**config.mk**
```make
export PLATFORM = sky130hd
export DESIGN_NAME = dual_led_dimmer_fade_pdm
export DESIGN_NICKNAME = d
export VERILOG_FILES = /design/src/rtl/dld_pkg.sv /design/src/rtl/dld_prep.sv /design/src/rtl/dld_chan.sv /design/src/rtl/dual_led_dimmer_fade_pdm.sv
export SDC_FILE = /design/constraint.sdc
export NUM_CORES = 2
export LEC_CHECK = 0
export BUFFER_PORTS_ARGS = -buffer_cell sky130_fd_sc_hd__buf_2
export CAP_MARGIN = 20
export CORE_AREA = 2 2 450 341
export DETAILED_ROUTE_END_ITERATION = 7
export DIE_AREA = 0 0 452 343
export GPL_ROUTABILITY_DRIVEN = 0
export PLACE_DENSITY = 0.49
export SETUP_SLACK_MARGIN = 0.4
export SLEW_MARGIN = 20
export SYNTH_ARGS = -nofsm -noshare
export SYNTH_HDL_FRONTEND = slang
export SYNTH_SLANG_ARGS = --single-unit
```
**constraint.sdc**
```tcl
create_clock -name clock -period 15.5 [get_ports clock]
set_clock_uncertainty 0.05 [all_clocks]
set_input_delay 0.775 -clock clock [delete_from_list [all_inputs] [get_ports clock]]
set_output_delay 0.775 -clock clock [all_outputs]
set_load 0.005 [all_outputs]
```
**src/rtl/dld_pkg.sv**
```systemverilog
// -----------------------------------------------------------------------------
// dld_pkg
// Shared types and constants of the dual LED dimmer.
// -----------------------------------------------------------------------------
`default_nettype none

package dld_pkg;

   localparam int COMPARE_BITS = 16;
   localparam int CMP_W        = 16;
   localparam int LEVEL_W      = 17;
   localparam logic [CMP_W-1:0] CMP_MASK = CMP_W'((32'd1 << COMPARE_BITS) - 32'd1);
   localparam logic [LEVEL_W-1:0] FULL_LEVEL = 17'd65536;

   // truncating divide by the fade tick count: floor(a * FADE_RECIP / 2^FADE_SHIFT)
   localparam int FADE_TICKS = 25;
   localparam int FADE_SHIFT = 21;
   localparam logic [16:0] FADE_RECIP = 17'(((1 << FADE_SHIFT) + FADE_TICKS - 1) / FADE_TICKS);

   typedef enum logic [1:0] {
      FUNC_SET    = 2'd0,
      FUNC_TICK   = 2'd1,
      FUNC_PERIOD = 2'd2,
      FUNC_NOP    = 2'd3
   } func_type;

   typedef enum logic [1:0] {
      REG_MAX_COMPARE = 2'd0,
      REG_MIN_COMPARE = 2'd1,
      REG_FADE_ENABLE = 2'd2,
      REG_NONE        = 2'd3
   } reg_type;

   typedef struct packed {
      logic             go;
      func_type         func;
      logic             rejected;
      logic             fade_en;
      logic [CMP_W-1:0] min_cmp;
   } op_type;

endpackage

`default_nettype wire

```
**src/rtl/dld_prep.sv**
```systemverilog
// -----------------------------------------------------------------------------
// dld_prep
// Scales both requested levels to compare units and flags out-of-range levels.
// -----------------------------------------------------------------------------
`default_nettype none

module dld_prep (
   input  wire logic [dld_pkg::LEVEL_W-1:0]         level_warm,
   input  wire logic [dld_pkg::LEVEL_W-1:0]         level_cold,
   input  wire logic [dld_pkg::CMP_W-1:0]           max_compare,
   output logic [1:0][dld_pkg::CMP_W-1:0]           value,
   output logic                                     rejected
);
   import dld_pkg::*;

   logic [CMP_W+LEVEL_W-1:0] prod_warm;
   logic [CMP_W+LEVEL_W-1:0] prod_cold;
   logic [CMP_W-1:0]         raw_warm;
   logic [CMP_W-1:0]         raw_cold;

   always_comb begin
      prod_warm = (CMP_W+LEVEL_W)'(max_compare) * (CMP_W+LEVEL_W)'(level_warm);
      prod_cold = (CMP_W+LEVEL_W)'(max_compare) * (CMP_W+LEVEL_W)'(level_cold);
      raw_warm  = prod_warm[CMP_W+15:16];
      raw_cold  = prod_cold[CMP_W+15:16];
      value[0]  = raw_warm;
      value[1]  = raw_cold;
      // lift a vanishing level to one count when it is not below the other level
      if (raw_warm == '0 && level_warm != '0 && level_warm >= level_cold) begin
         value[0] = CMP_W'(1);
      end
      if (raw_cold == '0 && level_cold != '0 && level_cold >= level_warm) begin
         value[1] = CMP_W'(1);
      end
      rejected = (level_warm > FULL_LEVEL) || (level_cold > FULL_LEVEL);
   end

endmodule

`default_nettype wire

```
**src/rtl/dld_chan.sv**
```systemverilog
// -----------------------------------------------------------------------------
// dld_chan
// One dimmer channel: set point, fade target and step, pulse density state.
// -----------------------------------------------------------------------------
`default_nettype none

module dld_chan (
   input  wire logic                         clock,
   input  wire logic                         reset,
   input  wire dld_pkg::op_type              op,
   input  wire logic                         wr_all,
   input  wire logic [dld_pkg::CMP_W-1:0]    value,
   output logic                              moved,
   output logic [dld_pkg::CMP_W-1:0]         nxt_point,
   output logic [dld_pkg::CMP_W-1:0]         nxt_compare,
   output logic                              nxt_fading
);
   import dld_pkg::*;

   logic [CMP_W-1:0]   point_ff,   point_in;
   logic [CMP_W-1:0]   target_ff,  target_in;
   logic signed [16:0] step_ff,    step_in;
   logic signed [17:0] acc_ff,     acc_in;
   logic [CMP_W-1:0]   prev_ff,    prev_in;
   logic [CMP_W-1:0]   cmp_ff,     cmp_in;

   logic signed [16:0] diff;
   logic [15:0]        mag;
   logic [32:0]        prod;
   logic [16:0]        quo;
   logic signed [16:0] set_step;
   logic signed [17:0] sum;
   logic signed [17:0] tgt_ext;
   logic               hit;
   logic [CMP_W-1:0]   tick_point;
   logic               dens_now;
   logic               dens_was;
   logic signed [17:0] acc_base;
   logic signed [17:0] acc_sub;
   logic               direct;

   assign moved = (op.func == FUNC_TICK) && op.fade_en && (point_ff != target_ff)
                  && (step_ff != '0);

   always_comb begin
      diff     = $signed({1'b0, value}) - $signed({1'b0, point_ff});
      mag      = diff[16] ? 16'(-diff) : diff[15:0];
      prod     = 33'(mag) * 33'(FADE_RECIP);
      quo      = 17'(prod[32:FADE_SHIFT]);
      set_step = diff[16] ? -$signed(quo) : $signed(quo);
      if (quo == '0 && diff != '0) begin
         set_step = diff[16] ? -17'sd1 : 17'sd1;
      end

      sum     = $signed({2'b00, point_ff}) + 18'(step_ff);
      tgt_ext = $signed({2'b00, target_ff});
      hit     = (step_ff > 0 && sum >= tgt_ext) || (step_ff < 0 && sum <= tgt_ext);

      dens_now = (point_ff != '0) && (point_ff < op.min_cmp);
      dens_was = (prev_ff != '0) && (prev_ff < op.min_cmp);
      acc_base = (dens_now != dens_was) ? '0 : acc_ff;
      acc_sub  = acc_base - $signed({2'b00, point_ff});
      direct   = (op.min_cmp <= CMP_W'(1));

      point_in   = point_ff;
      target_in  = target_ff;
      step_in    = step_ff;
      acc_in     = acc_ff;
      prev_in    = prev_ff;
      cmp_in     = cmp_ff;
      tick_point = point_ff;

      if (op.go) begin
         case (op.func)
            FUNC_SET: begin
               if (!op.rejected) begin
                  target_in = value;
                  if (op.fade_en) begin
                     step_in = set_step;
                  end else begin
                     step_in  = '0;
                     point_in = value;
                     if (direct) begin
                        cmp_in = value;
                     end
                  end
               end
            end
            FUNC_TICK: begin
               if (op.fade_en) begin
                  if (point_ff == target_ff) begin
                     step_in = '0;
                  end else if (step_ff != '0) begin
                     if (hit) begin
                        tick_point = target_ff;
                        step_in    = '0;
                     end else begin
                        tick_point = sum[CMP_W-1:0];
                     end
                  end
                  if (wr_all) begin
                     point_in = tick_point;
                     if (direct) begin
                        cmp_in = tick_point;
                     end
                  end
               end
            end
            FUNC_PERIOD: begin
               prev_in = point_ff;
               acc_in  = acc_base;
               if (dens_now) begin
                  if (acc_sub <= 0) begin
                     cmp_in = op.min_cmp;
                     acc_in = acc_sub + $signed({2'b00, op.min_cmp});
                  end else begin
                     cmp_in = '0;
                     acc_in = acc_sub;
                  end
               end else begin
                  cmp_in = point_ff;
               end
            end
            default: begin
            end
         endcase
      end

      nxt_point   = point_in;
      nxt_compare = cmp_in;
      nxt_fading  = (step_in != '0);
   end

   always_ff @(posedge clock) begin
      if (reset) begin
         point_ff  <= '0;
         target_ff <= '0;
         step_ff   <= '0;
         acc_ff    <= '0;
         prev_ff   <= '0;
         cmp_ff    <= '0;
      end else begin
         point_ff  <= point_in;
         target_ff <= target_in;
         step_ff   <= step_in;
         acc_ff    <= acc_in;
         prev_ff   <= prev_in;
         cmp_ff    <= cmp_in;
      end
   end

endmodule

`default_nettype wire

```
**src/rtl/dual_led_dimmer_fade_pdm.sv**
```systemverilog
// -----------------------------------------------------------------------------
// Two-channel LED dimmer with linear fade and pulse skipping.
// A request enters an input register, where both levels are already scaled to
// compare units; once the output register is free or being emptied, the channel
// state updates and the response is loaded into the output register. One request
// is taken every cycle, limited only by the response side: the input register
// keeps accepting while a response waits to be taken, and stops only when both
// the input and output registers are full and the response is not being taken.
// -----------------------------------------------------------------------------
`default_nettype none

module dual_led_dimmer_fade_pdm (
   input  wire logic        clock,
   input  wire logic        reset,
   input  wire logic        req_tvalid,
   output logic             req_tready,
   input  wire logic [39:0] req_tdata,   // level_warm[16:0], level_cold[33:17], zero
   input  wire logic [1:0]  req_tuser,   // func[1:0]
   output logic             rsp_tvalid,
   input  wire logic        rsp_tready,
   output logic [71:0]      rsp_tdata,   // compare_warm[15:0], compare_cold[31:16],
                                         // point_warm[47:32], point_cold[63:48],
                                         // fading[64], rejected[65], zero
   input  wire logic        csr_we,
   input  wire logic [1:0]  csr_index,
   input  wire logic [15:0] csr_wdata
);
   import dld_pkg::*;

   logic [CMP_W-1:0]        max_cmp_ff;
   logic [CMP_W-1:0]        min_cmp_ff;
   logic                    fade_en_ff;

   logic [1:0][CMP_W-1:0]   prep_value;
   logic                    prep_rejected;

   logic                    s1_valid_ff;
   func_type                s1_func_ff;
   logic [1:0][CMP_W-1:0]   s1_value_ff;
   logic                    s1_rej_ff;

   logic                    rsp_valid_ff;
   logic [71:0]             rsp_data_ff;

   logic                    advance;
   op_type                  op;
   logic                    wr_all;
   logic                    moved_warm,   moved_cold;
   logic [CMP_W-1:0]        point_warm,   point_cold;
   logic [CMP_W-1:0]        cmp_warm,     cmp_cold;
   logic                    fading_warm,  fading_cold;

   always_ff @(posedge clock) begin
      if (reset) begin
         max_cmp_ff <= CMP_W'(1023) & CMP_MASK;
         min_cmp_ff <= CMP_W'(1);
         fade_en_ff <= 1'b0;
      end else if (csr_we) begin
         case (reg_type'(csr_index))
            REG_MAX_COMPARE: max_cmp_ff <= csr_wdata & CMP_MASK;
            REG_MIN_COMPARE: min_cmp_ff <= csr_wdata & CMP_MASK;
            REG_FADE_ENABLE: fade_en_ff <= csr_wdata[0];
            default: begin
            end
         endcase
      end
   end

   dld_prep u_prep (
      .level_warm  (req_tdata[16:0]),
      .level_cold  (req_tdata[33:17]),
      .max_compare (max_cmp_ff),
      .value       (prep_value),
      .rejected    (prep_rejected)
   );

   assign advance    = s1_valid_ff && (!rsp_valid_ff || rsp_tready);
   assign req_tready = !s1_valid_ff || advance;

   always_ff @(posedge clock) begin
      if (reset) begin
         s1_valid_ff <= 1'b0;
      end else if (req_tready) begin
         s1_valid_ff <= req_tvalid;
      end
   end

   always_ff @(posedge clock) begin
      if (req_tready && req_tvalid) begin
         s1_func_ff  <= func_type'(req_tuser);
         s1_value_ff <= prep_value;
         s1_rej_ff   <= prep_rejected;
      end
   end

   always_comb begin
      op.go       = advance;
      op.func     = s1_func_ff;
      op.rejected = s1_rej_ff;
      op.fade_en  = fade_en_ff;
      op.min_cmp  = min_cmp_ff;
   end

   assign wr_all = moved_warm || moved_cold;

   dld_chan u_warm (
      .clock       (clock),
      .reset       (reset),
      .op          (op),
      .wr_all      (wr_all),
      .value       (s1_value_ff[0]),
      .moved       (moved_warm),
      .nxt_point   (point_warm),
      .nxt_compare (cmp_warm),
      .nxt_fading  (fading_warm)
   );

   dld_chan u_cold (
      .clock       (clock),
      .reset       (reset),
      .op          (op),
      .wr_all      (wr_all),
      .value       (s1_value_ff[1]),
      .moved       (moved_cold),
      .nxt_point   (point_cold),
      .nxt_compare (cmp_cold),
      .nxt_fading  (fading_cold)
   );

   always_ff @(posedge clock) begin
      if (reset) begin
         rsp_valid_ff <= 1'b0;
      end else if (advance) begin
         rsp_valid_ff <= 1'b1;
      end else if (rsp_tready) begin
         rsp_valid_ff <= 1'b0;
      end
   end

   always_ff @(posedge clock) begin
      if (advance) begin
         rsp_data_ff <= {6'b0,
                         (s1_func_ff == FUNC_SET) && s1_rej_ff,
                         fading_warm || fading_cold,
                         point_cold, point_warm, cmp_cold, cmp_warm};
      end
   end

   assign rsp_tvalid = rsp_valid_ff;
   assign rsp_tdata  = rsp_data_ff;

endmodule

`default_nettype wire

```
=== Word level (Yosys, flattened, before mapping) ===
Index checks and enable logic that the tools add are counted.

* Output and inout port bits: 74
* Word-level logic and storage cells: 193
* Flip-flop bits (word level): 334

* Magnitude comparators: 19
* $mul: 4
* Add/subtract/negate cells: 12
* Bitwise gates (word level): 1
* Reduce and logical (&&, ||, !) cells: 55
* Eq/ne operators: 10
* Muxes and demuxes: 70

{| class="wikitable"
|+ Operators by type and width
! cell !! number
|-
| 16-bit two-way mux || 36
|-
| 17-bit two-way mux || 20
|-
| 17-bit nonzero test || 8
|-
| 18-bit two-way mux || 6
|-
| 16-bit one-hot mux with 3 select lines || 2
|-
| 17-bit one-hot mux with 2 select lines || 2
|-
| 16-bit by 17-bit multiplier with 33-bit output (second input constant) || 2
|-
| 16-bit less-than comparator || 4
|-
| 16-bit by 17-bit multiplier with 32-bit output || 2
|-
| 16-bit one-hot mux with 2 select lines || 2
|-
| 16-bit nonzero test || 4
|-
| 17-bit by 17-bit adder with 18-bit output || 2
|-
| 18-bit by 17-bit adder with 18-bit output || 2
|-
| 18-bit by 17-bit >= comparator with 1-bit output || 2
|-
| 18-bit by 1-bit <= comparator with 1-bit output (second input constant) || 2
|-
| 18-bit by 17-bit <= comparator with 1-bit output || 2
|-
| 18-bit by 17-bit subtractor with 18-bit output || 2
|-
| 17-bit >= comparator || 2
|-
| 17-bit by 1-bit greater-than comparator with 1-bit output (second input constant) || 2
|-
| 17-bit greater-than comparator (second input constant) || 2
|-
| 17-bit by 1-bit less-than comparator with 1-bit output (second input constant) || 2
|-
| 12-bit negation with 17-bit output || 2
|-
| 16-bit by 16-bit subtractor with 17-bit output || 2
|-
| 16-bit == test || 2
|-
| other kinds (17) || 57
|}

=== Logic depth before layout (Yosys ltp) ===
* Depth after elaboration: 13
* Depth in mapped cells: 42

=== Cells and area by module ===
From an unflattened synthesis, not the netlist that was laid out.

* Cell total of the unflattened synthesis: 6441
* Area total of the unflattened synthesis: 54532.3 sq um

{| class="wikitable"
|+ Modules (own cells, without submodules)
! module !! times used !! area an instance (sq um) !! cells an instance !! sequential area each (sq um)
|-
| dld_prep || 1 || 17835.9 || 2068 || 0.0
|-
| dld_chan (u_warm) || 1 || 16143.0 || 2054 || 1981.9
|-
| dld_chan (u_cold) || 1 || 15957.8 || 2057 || 1981.9
|-
| dual_led_dimmer_fade_pdm || 1 || 4595.7 || 262 || 3733.6
|}

=== Least setup slack after synthesis ===
Ideal clock, no wire load.

* Path kind: flip-flop to flip-flop
* From: register u_cold.point_ff[1]
* To: register rsp_data_ff[64], in the netlist rsp_tdata[64], data pin
* Cell stages (with the launch flop): 39
* Slack: 4574 ps
* Data arrival time: 10605 ps
* Setup time: 272 ps
* Buffers on the path: 1
* Path through: dfxtp_1 > clkbuf_1 > inv_1 > ha_1 > nor2b_1 > o21ai_1 > a21oi_1 > or3_1 > a211o_1 > or3_1 > or4_1 > nor2_1 > a21oi_1 > xnor2_1 > xor2_1 > ha_1 > nand2b_1 > inv_1 > [3 not listed] > fa_1 > fa_1 > fa_1 > ha_1 > and3_1 > o21ai_1 > o211ai_1 > a2111oi_0 > o211ai_2 > and2_1 > a211oi_1 > nor2_1 > and4_1 > or3b_1 > a22o_1 > a2111o_1 > or4_1 > or4_1

* Word-level cells in the longest chain between the ends: 13
* Elaborated cells between the ends (all ways): 28
* Those cells by class: add/sub (4); mul (1); order compare (2); eq/ne (1); mux (12); reduce/logical (8)

{| class="wikitable"
|+ Ends and longest elaborated chain
! what !! line !! source
|-
| from (decl) || dld_chan.sv:20 || <nowiki>logic [CMP_W-1:0] point_ff, point_in;</nowiki>
|-
| from (signal assigned) || dld_chan.sv:143 || <nowiki>point_ff <= point_in;</nowiki>
|-
| 16-bit by 16-bit subtractor with 17-bit output || dld_chan.sv:46 || <nowiki>diff = $signed({1'b0, value}) - $signed({1'b0, point_ff});</nowiki>
|-
| 16-bit negation || dld_chan.sv:47 || <nowiki>mag = diff[16] ? 16'(-diff) : diff[15:0];</nowiki>
|-
| 16-bit two-way mux || dld_chan.sv:47 ||
|-
| 16-bit by 17-bit multiplier with 33-bit output || dld_chan.sv:48 || <nowiki>prod = 33'(mag) * 33'(FADE_RECIP);</nowiki>
|-
| 12-bit negation with 17-bit output or 12-bit logical NOT (tied branches) || dld_chan.sv:50, dld_chan.sv:51 ||
|-
| 17-bit two-way mux or 1-bit logical AND (tied branches) || dld_chan.sv:50, dld_chan.sv:51 ||
|-
| 17-bit two-way mux || dld_chan.sv:51 || <nowiki>if (quo == '0 && diff != '0) begin</nowiki>
|-
| 17-bit two-way mux || dld_chan.sv:78 || <nowiki>if (op.fade_en) begin</nowiki>
|-
| 17-bit two-way mux || dld_chan.sv:76 || <nowiki>if (!op.rejected) begin</nowiki>
|-
| 17-bit one-hot mux with 2 select lines (*) || dld_chan.sv:74 || <nowiki>case (op.func)</nowiki>
|-
| 17-bit two-way mux (*) || dld_chan.sv:73 || <nowiki>if (op.go) begin</nowiki>
|-
| 17-bit nonzero test (*) || dld_chan.sv:131 || <nowiki>nxt_fading = (step_in != '0);</nowiki>
|-
| 1-bit logical OR (*) || dual_led_dimmer_fade_pdm.sv:144 || <nowiki>fading_warm || fading_cold,</nowiki>
|-
| to (signal assigned) || dual_led_dimmer_fade_pdm.sv:142 || <nowiki>rsp_data_ff <= {6'b0,</nowiki>
|-
| to (decl) || dual_led_dimmer_fade_pdm.sv:43 || <nowiki>logic [71:0] rsp_data_ff;</nowiki>
|}

Mark *: on every way between the ends. The rest lies on a longest branch, timed or not.
A chain may end at the register's enable or synchronous reset.

=== Worst setup path in the final report ===
* From: register u_cold.point_ff[9]
* To: register rsp_data_ff[64], in the netlist rsp_tdata[64], data pin

Same word-level chain as after synthesis.

==> impl_metrics.toml <==
[floorplan]
core_mm2 = 0.151
fp.dieArea_mm2 = 0.155
ios = 139
initial_utilization = 0.347
rows = 124
die_h_um = 343
die_x_um = 452

[timing]
slew_violations = 0
post-route-period-util = 0.821
worst_pin_slew_ns = 1.15
min_period_ns = 12.73
slew_headroom = 0.229
rsz0062_at_grt = "false"
hold_viol = 0
fin_tns_setup_ns = 0
fmax_mhz = 78.5
setup_viol = 0

[layout]
fillers = 15600
drive_gt1_frac = 0.0580
layout.area.seq_mm2 = 0.00770
layout_common_cells = "inv_1, nand2_1, ha_1"
design_area_mm2 = 0.0566
multi_input_area_mm2 = 0.0402
area_growth_pct = 8.00
nNetsFinal = 7502
layout_commonest_cell = "inv_1"

[detailed_routing]
dr.pass1.iters = 6
vias = 43500
drc = 0
drtIter0Drc = 3709
drtAntennaViolNets = 0
wl_um = 171000
wire_per_inst_um = 20.9
vias_per_cell = 5.32

[setup_path]
endpoint = "rsp_tdata[64]"
timing.rr.end = "rsp_tdata[64]"
rrSetupSlack_ns = 2.77
worstRegToRegCells = 33
worstPathRequired_ns = 15.77
crit-reg2reg-launch = "u_cold.point_ff[9]"
startpoint = "u_cold.point_ff[9]"
crit_type = "reg -> reg"
critical_path.max_fanout = 28
critPathCaptureType = "register"
startpoint_type = "register"
crit_top_cell = "fa_1"
slowest_delay_ns = 0.83
crit_arrival_ns = 13.00
critPathSlowestCell = "xnor2_1"

[status]
status = "finished clean"

[synthesis]
async_flop_share = 0
seq_area_frac_synth = 0.147
synthTopCellsByArea = "fa_1, ha_1, dfxtp_1"
syn_area_mm2 = 0.0524
synth_edf_count = 101
synth_warnings = 0
synth_top_area_share = 0.234
synth_top_flop_cell = "dfxtp_1"
ys_ff_latch = 334
syn_avg_cell_area_um2 = 8.53
yosysUniqueCellTypes = 109
syn_inst = 6146
synth_area_leader_cell = "fa_1"

[clock_network]
clk_pin_slew_ns = 0.06
cts_setup_buffers = 0
cts_tree = "yes"
cts_buffer_depth = 3
root_buffer = "clkbuf_16"
clock-sinks = 334
ctsResizeCount = 0
clk_latency_ns = 0.60
cts_buffers = 42
ctsHoldBuffers = 0
htreeDepth = 2

[placed_design]
dpl.hpwl_um = 138000
post_dp_cell_area_mm2 = 0.0552
port_buffers = 126

[global_routing]
use_met1 = 0.326
grt_overflow = 0
antenna_found_initial = 8
grt_pass1_vias = 43000
use_met2 = 0.330
busiest_layer = "met2"
use_met3 = 0.0343
grt_max_degree = 77
grt_usage = 0.220
grt_pass1_wl_um = 264000

[min_path]
hold_path.class = "in -> reg"

[run]
maxCapViolations = 0
## worst min path at each step
stage | startpoint | end | slack [ns] | cells past startpoint
floorplan | u_cold.acc_ff[10] | u_cold.acc_ff[10] | 0.37 | 2
global placement | u_warm.acc_ff[9] | u_warm.acc_ff[9] | 0.38 | 2
detailed placement | u_cold.acc_ff[3] | u_cold.acc_ff[3] | 0.38 | 2
CTS | req_tuser[1] | s1_func_ff[1] | 0.33 | 1
global route | req_tuser[1] | s1_func_ff[1] | 0.34 | 1
finish | csr_wdata[6] | max_cmp_ff[6] | 0.37 | 3
## cell usage after synthesis, types with 20 or more instances
library cell	n
nor4_1	53
nand2_1	759
or2_2	22
o211ai_1	35
nand2b_1	33
nand4_1	51
nor2b_1	30
xnor2_1	140
xor2_1	69
and2_1	279
nor3_1	113
o21a_1	47
o21bai_1	36
o21ai_0	163
or4_1	20
and3_1	37
a22oi_1	25
a222oi_1	25
nor2_1	316
a21oi_1	321
mux2i_1	59
o22ai_1	37
a31oi_1	44
or3_1	25
inv_1	948
a21o_1	97
edfxtp_1	101
dfxtp_1	233
a221oi_1	33
a211oi_1	42
nand3_1	74
clkbuf_1	265
fa_1	614
ha_1	701
## final cells by class
cell class	instances	area share
tap	2016	0.0445
antenna	6	0.000265
sequential	334	0.136
clock inverter	25	0.00484
clock buffer	52	0.0201
inverter	950	0.0630
timing repair buffer	209	0.0222
multi-input combinational	4585	0.709
## flip-flops by register name (all words and copies together) (netlist names), 17 cells and up
| register | cells |
|---|---|
| rsp_tdata | 66 |
| s1_value_ff | 32 |
| u_cold.acc_ff | 18 |
| u_cold.step_ff | 17 |
| u_warm.acc_ff | 18 |
| u_warm.step_ff | 17 |
## worst max-delay path: cells and delay by family (launching register included)
| kind | cells | cell delay (ns) |
|---|---|---|
| xor+xnor | 2 | 1.15 |
| compound gates | 10 | 3.17 |
| fa+ha+maj | 8 | 3.94 |
| simple gates | 8 | 2.57 |
| flops | 1 | 0.67 |
| buf+inv | 5 | 0.90 |
## cell families (layout without fill, tap and decap cells)
| logic type | Yosys count | count (layout) | share of synthesized area |
|---|---|---|---|
| flip-flops | 334 | 334 | 0.147 |
| multiplexers | 61 | 61 | 0.0117 |
| other | 1 | 12 | 0.0000715 |
| AND/OR/NAND/NOR | 1864 | 1864 | 0.170 |
| AO/OA/AOI/OAI | 1128 | 1128 | 0.145 |
| buffers and inverters | 1232 | 1236 | 0.0890 |
| adder cells (fa/ha/maj) | 1315 | 1315 | 0.402 |
| XOR/XNOR | 211 | 211 | 0.0355 |
## per-stage QoR
stage	utilization	cells	setup WS, ns	hold WS, ns
global route	0.375	8172	2.09	0.344
global placement	0.366	8093	3.02	0.378
floorplan	-	6151	4.57	0.367
detailed placement	0.366	8093	2.98	0.384
finish	0.375	8177	2.77	0.368
CTS	0.375	8170	2.93	0.333
## routing by layer
metal,vias to the layer above,share of wire,wire [um]
met3,198,0.066,11300
met1,21500,0.49,83600
met4,0,0.026,4460
li1,20500,-,-
met2,1284,0.42,71900
met5,-,0,0
Power is not shown: default switching activity piles up to over one toggle a cycle in this logic, so the estimate is an artifact.
